## src/design/paf_pkg.sv

```systemverilog
// Package for the pitot airspeed ADC filter: widths, filter constants,
// register codes and the square-root status word.
// No dependencies.
`timescale 1ns / 1ps
`default_nettype none
package paf_pkg;

  // Input sample and filter
  localparam int SAMPLE_BITS    = 12;
  localparam int SMOOTH_DIVISOR = 20;
  localparam int FRAC_BITS      = 8;
  localparam int AVG_W          = SAMPLE_BITS + FRAC_BITS;

  // x / D == (x * RECIP) >> RECIP_SHIFT exactly for x < 2**AVG_W
  localparam int DIV_W          = $clog2(SMOOTH_DIVISOR);
  localparam int RECIP_SHIFT    = AVG_W + DIV_W;
  localparam int RECIP_W        = AVG_W + 2;
  localparam logic [RECIP_W-1:0] SMOOTH_RECIP =
    RECIP_W'(((64'd1 << RECIP_SHIFT) + SMOOTH_DIVISOR - 1) / SMOOTH_DIVISOR);

  // Configuration registers
  localparam int VSR_W  = 16;
  localparam int PFS_W  = 16;
  localparam int CREC_W = 24;
  localparam int TOD_W  = 24;
  localparam int CFG_W  = 24;
  localparam int CFG_IDX_W = 2;

  localparam logic [VSR_W-1:0] VSR_RESET = VSR_W'(1);
  localparam logic [TOD_W-1:0] TOD_RESET = TOD_W'(107003);

  typedef enum logic [CFG_IDX_W-1:0] {
    REG_VOLT_SCALE_RECIP = 2'd0,
    REG_PRESS_FULLSCALE  = 2'd1,
    REG_CENTER_RECIP     = 2'd2,
    REG_TWO_OVER_DENSITY = 2'd3
  } cfg_reg_t;

  // Results
  localparam int VOLT_W  = 16;
  localparam int PRESS_W = 20;
  localparam int SPEED_W = 16;

  // Shared multiplier
  localparam int MUL_A_W = AVG_W + PFS_W;
  localparam int MUL_B_W = (RECIP_W > CREC_W) ? RECIP_W : CREC_W;
  localparam int MUL_P_W = MUL_A_W + MUL_B_W;

  // Pressure term: fullscale * avg(Q.8) * recip(Q0.24) >> 32
  localparam int TERM_SHIFT = FRAC_BITS + CREC_W;
  localparam int TERM_TOP   = AVG_W + PFS_W + CREC_W;
  localparam int TERM_W     = TERM_TOP - TERM_SHIFT;
  localparam int DIFF_W     = TERM_W + 1;

  // Square root
  localparam int RAD_W  = PRESS_W + TOD_W;
  localparam int ROOT_W = RAD_W / 2;
  localparam int REM_W  = ROOT_W + 2;
  localparam int SQ_CNT_W = $clog2(ROOT_W);

  typedef struct packed {
    logic busy;
    logic done;
  } sqrt_stat_t;

endpackage
`default_nettype wire

```

## src/design/paf_mul.sv

```systemverilog
// Shared unsigned multiplier with a registered product.
// Depends on paf_pkg.
`timescale 1ns / 1ps
`default_nettype none
module paf_mul
  import paf_pkg::*;
(
  input  wire logic               clk,
  input  wire logic [MUL_A_W-1:0] mul_a,
  input  wire logic [MUL_B_W-1:0] mul_b,
  output logic      [MUL_P_W-1:0] prod
);

  logic [MUL_P_W-1:0] prod_r;

  always_ff @(posedge clk) begin
    prod_r <= MUL_P_W'(mul_a) * MUL_P_W'(mul_b);
  end

  assign prod = prod_r;

endmodule
`default_nettype wire

```

## src/design/paf_isqrt.sv

```systemverilog
// Bit-serial integer square root, one root bit per cycle (floor).
// Depends on paf_pkg.
`timescale 1ns / 1ps
`default_nettype none
module paf_isqrt
  import paf_pkg::*;
(
  input  wire logic             clk,
  input  wire logic             rst_n,
  input  wire logic             start,
  input  wire logic [RAD_W-1:0] radicand,
  output logic      [ROOT_W-1:0] root,
  output sqrt_stat_t            stat
);

  logic [RAD_W-1:0]    rad_r,  rad_nxt;
  logic [REM_W-1:0]    rem_r,  rem_nxt;
  logic [ROOT_W-1:0]   root_r, root_nxt;
  logic [SQ_CNT_W-1:0] cnt_r;
  logic                busy_r, done_r;

  logic [REM_W-1:0] rem_sh;
  logic [REM_W-1:0] trial;
  logic             fits;

  // bring down the next two radicand bits, try root*4+1
  always_comb begin
    rem_sh   = {rem_r[REM_W-3:0], rad_r[RAD_W-1 -: 2]};
    trial    = {root_r, 2'b01};
    fits     = (rem_sh >= trial);
    rem_nxt  = fits ? (rem_sh - trial) : rem_sh;
    root_nxt = {root_r[ROOT_W-2:0], fits};
    rad_nxt  = {rad_r[RAD_W-3:0], 2'b00};
  end

  always_ff @(posedge clk) begin
    if (!rst_n) begin
      busy_r <= 1'b0;
      done_r <= 1'b0;
    end else if (start) begin
      rad_r  <= radicand;
      rem_r  <= '0;
      root_r <= '0;
      cnt_r  <= SQ_CNT_W'(ROOT_W - 1);
      busy_r <= 1'b1;
      done_r <= 1'b0;
    end else if (busy_r) begin
      rad_r  <= rad_nxt;
      rem_r  <= rem_nxt;
      root_r <= root_nxt;
      cnt_r  <= cnt_r - 1'b1;
      if (cnt_r == '0) begin
        busy_r <= 1'b0;
        done_r <= 1'b1;
      end
    end
  end

  assign root      = root_r;
  assign stat.busy = busy_r;
  assign stat.done = done_r;

endmodule
`default_nettype wire

```

## src/design/pitot_airspeed_adc_filter.sv

```systemverilog
// Top level of the pitot airspeed ADC filter: sequencer, filter state,
// configuration registers and result register.
// Depends on paf_pkg, paf_mul, paf_isqrt.
//
// Usage
//   Input channel (in_valid/in_ready): one word per pressure/voltage ADC
//   sample pair. Each channel is run through an exponential average with
//   weight 1/20 (Q12.8), then battery volts, differential pressure and
//   airspeed are derived from the averages.
//   Output channel (out_valid/out_ready): one result word per input word.
//   Config port: cfg_wr_en with cfg_index/cfg_wdata writes one register;
//   write only while no word is in flight.
// Sequence
//   A word passes from acceptance to out_valid through 6 multiplies on
//   the one shared multiplier (each registered, one issue per cycle), the
//   launch of the square root, the 22 root bits of the bit-serial square
//   root (one root bit per cycle) and the load of the result register.
//   in_ready is high only while the sequencer is idle; it returns with
//   out_valid, so a new word is not accepted before the last one is done.
// Reset and stall
//   rst_n (synchronous) clears both averages, restores register defaults
//   and drops out_valid. The result register parts the two sides: a new
//   word is accepted while a result still waits; if the next result is done
//   before the old one is taken, the sequencer holds it in the root unit
//   until out_ready.
`timescale 1ns / 1ps
`default_nettype none
module pitot_airspeed_adc_filter
  import paf_pkg::*;
(
  input  wire logic                     clk,
  input  wire logic                     rst_n,
  // input words
  input  wire logic                     in_valid,
  output logic                          in_ready,
  input  wire logic [SAMPLE_BITS-1:0]   in_pressure_sample,
  input  wire logic [SAMPLE_BITS-1:0]   in_voltage_sample,
  // result words
  output logic                          out_valid,
  input  wire logic                     out_ready,
  output logic      [VOLT_W-1:0]        out_battery_volts,
  output logic signed [PRESS_W-1:0]     out_diff_pressure_pa,
  output logic      [SPEED_W-1:0]       out_air_speed,
  // configuration
  input  wire logic                     cfg_wr_en,
  input  wire logic [CFG_IDX_W-1:0]     cfg_index,
  input  wire logic [CFG_W-1:0]         cfg_wdata
);

  typedef enum logic [3:0] {
    S_IDLE,
    S_SMP,      // issue pressure smoothing multiply
    S_SMV,      // update pressure avg, issue voltage smoothing multiply
    S_PA1,      // update voltage avg, issue fullscale * pressure avg
    S_PA2,      // issue (fullscale * avg) * center recip
    S_VOLT,     // form pressure, issue voltage avg * scale
    S_SPD,      // store volts, issue pressure * 2/rho
    S_ROOT_GO,  // launch square root
    S_ROOT      // wait for root and a free result register
  } state_t;

  localparam logic [AVG_W-1:0] AVG_MAX = {{SAMPLE_BITS{1'b1}}, {FRAC_BITS{1'b0}}};

  // config registers
  logic [VSR_W-1:0]  vsr_r;
  logic [PFS_W-1:0]  pfs_r;
  logic [CREC_W-1:0] crec_r;
  logic [TOD_W-1:0]  tod_r;

  // sequencer and datapath registers
  state_t                  state_r;
  logic [SAMPLE_BITS-1:0]  psamp_r, vsamp_r;
  logic [AVG_W-1:0]        pavg_r, vavg_r;
  logic                    neg_r;
  logic signed [PRESS_W-1:0] press_r;
  logic [VOLT_W-1:0]       volts_r;
  logic                    out_valid_r;
  logic [VOLT_W-1:0]       out_volts_r;
  logic signed [PRESS_W-1:0] out_press_r;
  logic [SPEED_W-1:0]      out_speed_r;

  // shared multiplier
  logic [MUL_A_W-1:0] mul_a;
  logic [MUL_B_W-1:0] mul_b;
  logic [MUL_P_W-1:0] prod;

  // square root
  logic              sqrt_start;
  logic [ROOT_W-1:0] root;
  sqrt_stat_t        sqrt_stat;

  // filter step: d = (sample << 8) - avg, |d| goes to the multiplier
  logic [AVG_W:0]   dp, dv;
  logic [AVG_W:0]   dp_mag, dv_mag;
  logic [AVG_W-1:0] q;
  logic [AVG_W-1:0] pavg_upd, vavg_upd;

  // pressure and speed shaping
  logic [TERM_W-1:0]      term;
  logic signed [DIFF_W-1:0] diff;
  logic [DIFF_W-PRESS_W:0]  diff_hi;
  logic signed [PRESS_W-1:0] press_sat;
  logic [AVG_W-1:0]       volt_q;
  logic [VOLT_W-1:0]      volt_sat;
  logic [SPEED_W-1:0]     speed_sat;
  logic                   load_out;

  always_comb begin
    dp = {1'b0, psamp_r, {FRAC_BITS{1'b0}}} - {1'b0, pavg_r};
    dv = {1'b0, vsamp_r, {FRAC_BITS{1'b0}}} - {1'b0, vavg_r};
    dp_mag = dp[AVG_W] ? (~dp + 1'b1) : dp;
    dv_mag = dv[AVG_W] ? (~dv + 1'b1) : dv;
    // quotient toward zero: magnitude / D, sign applied at update
    q = prod[RECIP_SHIFT +: AVG_W];
    pavg_upd = neg_r ? (pavg_r - q) : (pavg_r + q);
    vavg_upd = neg_r ? (vavg_r - q) : (vavg_r + q);
  end

  always_comb begin
    term    = prod[TERM_TOP-1:TERM_SHIFT];
    diff    = $signed({{(DIFF_W-PFS_W){1'b0}}, pfs_r}) - $signed({1'b0, term});
    diff_hi = diff[DIFF_W-1:PRESS_W-1];
    // in range when the result sign and the bits above it all agree
    if ((diff_hi == '0) || (diff_hi == '1)) begin
      press_sat = diff[PRESS_W-1:0];
    end else if (diff[DIFF_W-1]) begin
      press_sat = {1'b1, {(PRESS_W-1){1'b0}}};
    end else begin
      press_sat = {1'b0, {(PRESS_W-1){1'b1}}};
    end

    volt_q   = prod[VSR_W +: AVG_W];
    volt_sat = (volt_q > AVG_W'({VOLT_W{1'b1}})) ? '1 : volt_q[VOLT_W-1:0];

    if (press_r[PRESS_W-1]) begin
      speed_sat = '0;
    end else if (root > ROOT_W'({SPEED_W{1'b1}})) begin
      speed_sat = '1;
    end else begin
      speed_sat = root[SPEED_W-1:0];
    end
  end

  // operand select for the shared multiplier
  always_comb begin
    mul_a = '0;
    mul_b = '0;
    unique case (state_r)
      S_SMP: begin
        mul_a = MUL_A_W'(dp_mag[AVG_W-1:0]);
        mul_b = MUL_B_W'(SMOOTH_RECIP);
      end
      S_SMV: begin
        mul_a = MUL_A_W'(dv_mag[AVG_W-1:0]);
        mul_b = MUL_B_W'(SMOOTH_RECIP);
      end
      S_PA1: begin
        mul_a = MUL_A_W'(pfs_r);
        mul_b = MUL_B_W'(pavg_r);
      end
      S_PA2: begin
        mul_a = prod[MUL_A_W-1:0];
        mul_b = MUL_B_W'(crec_r);
      end
      S_VOLT: begin
        mul_a = MUL_A_W'(vavg_r);
        mul_b = MUL_B_W'(vsr_r);
      end
      S_SPD: begin
        mul_a = MUL_A_W'($unsigned(press_r));
        mul_b = MUL_B_W'(tod_r);
      end
      default: begin
        mul_a = '0;
        mul_b = '0;
      end
    endcase
  end

  assign sqrt_start = (state_r == S_ROOT_GO);
  assign load_out   = (state_r == S_ROOT) && sqrt_stat.done && (!out_valid_r || out_ready);

  paf_mul u_mul (
    .clk   (clk),
    .mul_a (mul_a),
    .mul_b (mul_b),
    .prod  (prod)
  );

  paf_isqrt u_isqrt (
    .clk      (clk),
    .rst_n    (rst_n),
    .start    (sqrt_start),
    .radicand (prod[RAD_W-1:0]),
    .root     (root),
    .stat     (sqrt_stat)
  );

  // configuration writes
  always_ff @(posedge clk) begin
    if (!rst_n) begin
      vsr_r  <= VSR_RESET;
      pfs_r  <= '0;
      crec_r <= '0;
      tod_r  <= TOD_RESET;
    end else if (cfg_wr_en) begin
      unique case (cfg_reg_t'(cfg_index))
        REG_VOLT_SCALE_RECIP: vsr_r  <= cfg_wdata[VSR_W-1:0];
        REG_PRESS_FULLSCALE:  pfs_r  <= cfg_wdata[PFS_W-1:0];
        REG_CENTER_RECIP:     crec_r <= cfg_wdata[CREC_W-1:0];
        REG_TWO_OVER_DENSITY: tod_r  <= cfg_wdata[TOD_W-1:0];
      endcase
    end
  end

  // sequencer, filter state and result register
  always_ff @(posedge clk) begin
    if (!rst_n) begin
      state_r     <= S_IDLE;
      pavg_r      <= '0;
      vavg_r      <= '0;
      out_valid_r <= 1'b0;
    end else begin
      if (out_valid_r && out_ready && !load_out) begin
        out_valid_r <= 1'b0;
      end
      unique case (state_r)
        S_IDLE: begin
          if (in_valid) begin
            psamp_r <= in_pressure_sample;
            vsamp_r <= in_voltage_sample;
            state_r <= S_SMP;
          end
        end
        S_SMP: begin
          neg_r   <= dp[AVG_W];
          state_r <= S_SMV;
        end
        S_SMV: begin
          pavg_r  <= pavg_upd;
          neg_r   <= dv[AVG_W];
          state_r <= S_PA1;
        end
        S_PA1: begin
          vavg_r  <= vavg_upd;
          state_r <= S_PA2;
        end
        S_PA2: begin
          state_r <= S_VOLT;
        end
        S_VOLT: begin
          press_r <= press_sat;
          state_r <= S_SPD;
        end
        S_SPD: begin
          volts_r <= volt_sat;
          state_r <= S_ROOT_GO;
        end
        S_ROOT_GO: begin
          state_r <= S_ROOT;
        end
        S_ROOT: begin
          if (load_out) begin
            out_volts_r <= volts_r;
            out_press_r <= press_r;
            out_speed_r <= speed_sat;
            out_valid_r <= 1'b1;
            state_r     <= S_IDLE;
          end
        end
        default: state_r <= S_IDLE;
      endcase
    end
  end

  assign in_ready             = (state_r == S_IDLE);
  assign out_valid            = out_valid_r;
  assign out_battery_volts    = out_volts_r;
  assign out_diff_pressure_pa = out_press_r;
  assign out_air_speed        = out_speed_r;

`ifndef SYNTHESIS
  a_accept_starts: assert property (@(posedge clk) disable iff (!rst_n)
    in_valid && in_ready |=> state_r == S_SMP)
    else $error("accepted word did not start the sequence");

  a_neg_no_speed: assert property (@(posedge clk) disable iff (!rst_n)
    out_valid && out_diff_pressure_pa[PRESS_W-1] |-> out_air_speed == '0)
    else $error("nonzero airspeed with negative pressure");

  a_avg_range: assert property (@(posedge clk) disable iff (!rst_n)
    (pavg_r <= AVG_MAX) && (vavg_r <= AVG_MAX))
    else $error("filter average outside sample range");

  a_root_idle_start: assert property (@(posedge clk) disable iff (!rst_n)
    sqrt_start |-> !sqrt_stat.busy)
    else $error("square root restarted while busy");

  a_load_result: assert property (@(posedge clk) disable iff (!rst_n)
    load_out |=> out_valid_r && state_r == S_IDLE)
    else $error("finished root did not reach the result register");
`endif

endmodule
`default_nettype wire
```

## config.mk

```make
export PLATFORM = sky130hd
export DESIGN_NAME = pitot_airspeed_adc_filter
export DESIGN_NICKNAME = d
export VERILOG_FILES = /design/src/design/paf_pkg.sv /design/src/design/paf_mul.sv /design/src/design/paf_isqrt.sv /design/src/design/pitot_airspeed_adc_filter.sv
export SDC_FILE = /design/constraint.sdc
export NUM_CORES = 2
export LEC_CHECK = 0
export BUFFER_PORTS_ARGS = -buffer_cell sky130_fd_sc_hd__buf_2
export CAP_MARGIN = 20
export CORE_UTILIZATION = 45
export CTS_BUF_LIST = sky130_fd_sc_hd__clkbuf_16
export DETAILED_ROUTE_END_ITERATION = 16
export PLACE_DENSITY = 0.58
export SYNTH_ARGS = -nofsm -noshare
export SYNTH_HDL_FRONTEND = slang
export SYNTH_SLANG_ARGS = --single-unit
```

## constraint.sdc

```tcl
create_clock -name clk -period 10.7 [get_ports clk]
set_input_delay 2.14 -clock clk [delete_from_list [all_inputs] [get_ports clk]]
set_output_delay 2.14 -clock clk [all_outputs]
set_load 0.03 [all_outputs]
```

Word level (Yosys, flattened, before mapping)
Cells that the tools add are included.
{"block": "classes", "eq_ne": 14, "mux": 25, "mul": 1, "addsub": 11, "n_reduce_logical": 28, "order_cmp": 3, "bitwise_logic": 3}
{"cell": "$pmux W36 S6", "count": 1}
{"cell": "$mux W20", "count": 6}
{"cell": "$pmux W24 S5", "count": 1}
{"cell": "$mux W44", "count": 2}
{"cell": "$mux W22", "count": 3}
{"cell": "$mul A36 B24 Y60", "count": 1}
{"cell": "$sub A20 B20 Y21", "count": 2}
{"cell": "$add A20 B1 Y20 const B", "count": 2}
{"cell": "$add A20 B20 Y20", "count": 2}
{"cell": "$not A20 Y20", "count": 2}
{"cell": "$sub A20 B20 Y20", "count": 2}
{"cell": "$pmux W4 S9", "count": 1}
{"cell": "$sub A16 B28 Y29", "count": 1}
{"cell": "$ge A24 B24 Y1", "count": 1}
{"cell": "$gt A22 B16 Y1 const B", "count": 1}
{"cell": "$sub A22 B22 Y22", "count": 1}
{"cell": "$gt A20 B16 Y1 const B", "count": 1}
{"cell": "$reduce_and A2 Y1", "count": 10}
{"cell": "$eq A4 B3 Y1 const B", "count": 4}
{"cell": "$mux W16", "count": 1}
{"cell": "$eq A10 B10 Y1 const B", "count": 1}
{"cell": "$logic_not A10 Y1", "count": 1}
{"cell": "$eq A4 B2 Y1 const B", "count": 2}
{"cell": "$mux W4", "count": 2}
{"cell": "other kinds (19)", "count": 34}
{"block": "word_totals", "reg_bits": 393, "wordCells": 108, "output_inout_bits": 54}

Longest topological paths before layout
{"block": "logic_depth", "ltp_word": 8, "mapped_depth": 42, "ltp_nobuf": 37}

Cells and area by module
A second synthesis with hierarchy kept.
{"block": "unflattened", "hier_cells": 5457, "area_unflattened_um2": 49428.7}
{"module": "paf_mul", "instances": 1, "cells_each": 3192, "seq_area_each_um2": 1201.2, "area_each_um2": 28816.4}
{"module": "pitot_airspeed_adc_filter", "instances": 1, "cells_each": 1818, "seq_area_each_um2": 5895.7, "area_each_um2": 15285.9}
{"module": "paf_isqrt", "instances": 1, "cells_each": 447, "seq_area_each_um2": 2832.7, "area_each_um2": 5326.4}

Worst setup path after synthesis
Ideal clock, no wire load.
{"block": "synth_timing", "kind": "register to register", "from": "register pavg_r[0]", "to": "register u_mul.prod_r[38], in the netlist u_mul.prod[38]", "period_less_slack_ns": 9.573, "slack_ns": 1.127, "t_arrival_ns": 9.441, "stages_incl_launch_ff": 37, "setup_time_ns": 0.132, "cell_sequence": "dfxtp_1 -> clkbuf_1 -> inv_1 -> ha_1 -> or3b_1 -> buf_6 -> or4_4 -> a21oi_4 -> a211oi_4 -> a2111oi_4 -> o2111ai_2 -> o41ai_2 -> mux2i_2 -> nand3_4 -> and2_1 -> fa_1 -> inv_1 -> fa_1 -> fa_1 -> fa_1 -> fa_1 -> inv_1 -> fa_1 -> inv_1 -> fa_1 -> inv_1 -> ha_1 -> a21oi_1 -> o21ai_0 -> a211oi_1 -> o21ai_0 -> a21oi_1 -> o21ai_0 -> a21oi_1 -> o21a_1 -> nor3_1 -> or3b_2"}
{"block": "synth_between", "elab_chain_cells": 6, "elab_cells_between_ends": 7}
{"item": "from (decl)", "line_no": "pitot_airspeed_adc_filter.sv:73", "text": "logic [AVG_W-1:0] pavg_r, vavg_r;"}
{"item": "from (signal assigned)", "line_no": "pitot_airspeed_adc_filter.sv:240", "text": "pavg_r <= pavg_upd;"}
{"item": "$sub A20 B20 Y21", "line_no": "pitot_airspeed_adc_filter.sv:109", "text": "dp = {1'b0, psamp_r, {FRAC_BITS{1'b0}}} - {1'b0, pavg_r};"}
{"item": "$not A20 Y20", "line_no": "pitot_airspeed_adc_filter.sv:111", "text": "dp_mag = dp[AVG_W] ? (~dp + 1'b1) : dp;"}
{"item": "$add A20 B1 Y20", "line_no": "pitot_airspeed_adc_filter.sv:111"}
{"item": "$mux W20", "line_no": "pitot_airspeed_adc_filter.sv:111"}
{"item": "$pmux W36 S6", "line_no": "pitot_airspeed_adc_filter.sv:148", "text": "unique case (state_r)"}
{"item": "$mul A36 B24 Y60 *", "line_no": "paf_mul.sv:17", "text": "prod_r <= MUL_P_W'(mul_a) * MUL_P_W'(mul_b);"}
{"item": "to (signal assigned)", "line_no": "paf_mul.sv:17"}
{"item": "to (decl)", "line_no": "paf_mul.sv:14", "text": "logic [MUL_P_W-1:0] prod_r;"}
Mark *: on every way between the ends. The rest lies on a longest branch, timed or not.
A chain may end at the register's enable or synchronous reset.

Final worst setup path
{"block": "layout_timing", "from": "register pavg_r[8]", "to": "register u_mul.prod_r[40], in the netlist u_mul.prod[40]"}
Same word-level chain as after synthesis.

==> qor.csv <==
stage,metric,value,unit
synth,synth_area_leaders,"fa_1 (31%), edfxtp_1 (13%), nand2_1 (7.8%)",
synth,synth_edf_count,206,
floorplan,dieHeight,331,µm
setup_path,cpMaxStageDelayCell,or4_4,
drt,ant_nets,0,
finish,areaGrowthSynthToFinish,9.64,%
global_routing,first_global_vias,40200,
drt,drc,0,
setup_path,criticalPathCategory,flip-flop to flip-flop,
floorplan,dieWidth,331,µm
drt,drtPass1Iterations,6,
synth,synthAdderAreaFrac,38.4,%
timing,slew-limit-headroom,4.59,%
synth,synth_most_common_cell,nand2_1,
drt,routedWlPerCell,24.2,µm
finish,drive_gt1_share,8.82,%
clock_tree,cts_tree,yes,
synth,syn_nets,6632,
timing,worst_pin_slew,1.43,ns
drt,dr_total_vias,40300,
global_routing,overflow,0,
worst_hold_path,hp-class,flip-flop to flip-flop,
placed_design,dp.cells,6964,
timing,worst_hold_slack,0.418,ns
setup_path,cp_num_buf_inv,11,
synth,syn_avg_cell_area,8.79,µm²
synth,ys_top_cells_by_count,"nand2_1 (1010), inv_1 (932), fa_1 (749)",
timing,final.period_utilization,97.0,%
clock_tree,cts_made_buffers,43,
finish,stdcell_count,7064,
synth,yosysUniqueCellTypes,105,
setup_path,timing.rr.start,pavg_r[8],
timing,fin_crit,10.38,ns
synth,synth_flop_cell,edfxtp_1,
synth,synth_area,48600,µm²
drt,via_per_inst,5.71,
timing,fin_tns_setup,0,ns
synth,async_flop_share,0,%
global_routing,grt_max_degree,71,
setup_path,cp.arrival,10.91,ns
setup_path,path_delay_family,adder cells,
clock_tree,cts-root-buf,clkbuf_16,
setup_path,crit_path_start,pavg_r[8],
setup_path,cp_max_fo,10,
floorplan,boundaryPins,109,
synth,seq_area_frac_synth,20.4,%
floorplan,rows,120,
timing,fin_ws,0.317,ns
floorplan,core-area,107000,µm²
setup_path,crit_path_start_kind,flip-flop,
global_routing,grtUsageTotal,31.6,%
timing,skew,0.0326,ns
synth,ys_seq_elements,393,
synth,yosys.area_share.simple,16.3,%
floorplan,start_util,45.4,%
floorplan,dieArea,109000,µm²
synth,synth-xor-area-share,3.58,%
clock_tree,htreeDepth,2,
synth,yosysTopAreaCell,fa_1,
synth,synth_cells,5534,
power_and_ir_drop,p_leak,24.4,nW
clock_tree,clock_latency,0.61,ns
finish,nets,6719,
clock_tree,cts_buffer_depth,3,
run_status,status,"finished, final reports clean",
synth,yosys.area.top_type_share,30.8,%
drt,route.final.wire_length,171000,µm
timing,slew_violations,0,
power_and_ir_drop,p_per_area,116,nW/µm²
timing,setup-violations-final,0,
drt,drtIter0Drc,3849,
synth,yosysWarnings,0,
synth,synth.mux.area_fraction,0.448,%
power_and_ir_drop,ir_drop,106,µV
setup_path,crit_top_cell,fa_1,
placed_design,numPortBuffers,108,
clock_tree,clkTransAtPathRegs,0.07,ns
timing,final_hold_viol_count,0,
synth,synth_compound_area_share,11.3,%
placed_design,place.gp.congestion,1.02,
global_routing,antenna_found_initial,10,
placed_design,place_ws,-0.0709,ns
setup_path,critPathCaptureType,flip-flop,
setup_path,max_stage_delay,0.56,ns
placed_design,dp_hpwl,136000,µm
setup_path,required,11.22,ns
worst_hold_path,worst_hold_startpoint,volts_r[11],
job,drv_cap,0,
synth,synth_top_family_by_area,adder cells,
global_routing,grt_pass1_wl,254000,µm
clock_tree,clkSinkCount,393,
timing,max_freq,96.3,MHz
## final timing paths
kind	to	slack, ns	depth (start not counted)
min	out_battery_volts[11]	0.42	0
min reg2reg	out_battery_volts[11]	0.42	0
max reg2reg	u_mul.prod[40]	0.32	37
max	u_mul.prod[40]	0.32	37
## sequential cells by signal (all words and copies together), names as in the netlist
name and flops:
u_isqrt.busy_r 1, state_r 4, psamp_r 12, u_isqrt.rem_r 22
out_air_speed 16, crec_r 24, u_isqrt.cnt_r 5, u_isqrt.root 22
out_battery_volts 16, vavg_r 20, tod_r 24, vsr_r 16
out_valid 1, u_isqrt.done_r 1, out_diff_pressure_pa 20, pfs_r 16
volts_r 16, neg_r 1, pavg_r 20, u_isqrt.rad_r 44
vsamp_r 12, u_mul.prod 60, press_r 20
## through the flow
| stage | instance area, µm² | util, % | power (mW) |
|---|---|---|---|
| after floorplan | 48600 | - | 3.51 |
| after global placement | 51600 | 48.2 | 4.47 |
| after detailed placement | 51600 | 48.2 | 4.49 |
| after CTS | 53100 | 49.6 | 6.10 |
| after global routing | 53300 | 49.8 | 6.45 |
| final | 53300 | 49.8 | 6.17 |
## what timing repair did
item	4_1_cts	5_1_grt
setup buffers	1	13
setup endpoints to repair	4	19
endpoints found under the hold margin	0	0
gates cloned	0	1
resized for setup	2	29
hold buffers	0	0
pin swaps	1	5
## final cells by class
| class | count | area, µm² |
|---|---|---|
| Tap cell | 1403 | 1760 |
| Fill cell | 10300 | 53700 |
| Clock buffer | 45 | 1130 |
| Inverter | 934 | 3510 |
| Antenna cell | 6 | 15.0 |
| Timing Repair Buffer | 318 | 2270 |
| Multi-Input combinational cell | 3931 | 34400 |
| Clock inverter | 34 | 358 |
| Sequential cell | 393 | 9930 |
## cells in the final DEF, fill, tap and decap left out, drive strengths merged, types with 17 or more instances in the layout
cell and count:
nand2 1020, inv 941, fa 749, nor2 357, buf 318, a21oi 314, ha 294, edfxtp 206
dfxtp 187, xnor2 143, o21ai 138, and2 83, a21o 75, a31oi 62, nand3 62, nor3 59
xor2 56, a22oi 52, nand2b 46, and3 45, clkbuf 45, o21a 31, or2 21, o21bai 20
a211oi 19, mux2i 19, clkinv 19, nor2b 18, o211ai 18, nor4 17
## power by group
part / switching (mW) / internal [mW] / leakage, nW
Combinational: 1.77 / 0.948 / 20.2
Sequential: 0.156 / 1.69 / 3.38
Clock: 0.667 / 0.934 / 0.751
## cells by family (layout without fill, tap and decap cells)
logic type	count (synthesis)	count (layout)
AND/OR/NAND/NOR	1811	1812
buffers and inverters	1211	1331
adder cells (fa/ha/maj)	1043	1043
AO/OA/AOI/OAI	857	857
flip-flops	393	393
XOR/XNOR	199	199
multiplexers	20	20
other	0	6
## per-layer routing
metal	wire (µm)	global-route usage, %	share of wire [%]
met1	68700	42.3	40
met2	76300	49.4	45
met3	17100	6.87	10
met4	8680	13.4	5.1
met5	29	0	0.017
(Power assumes the default switching activity.)
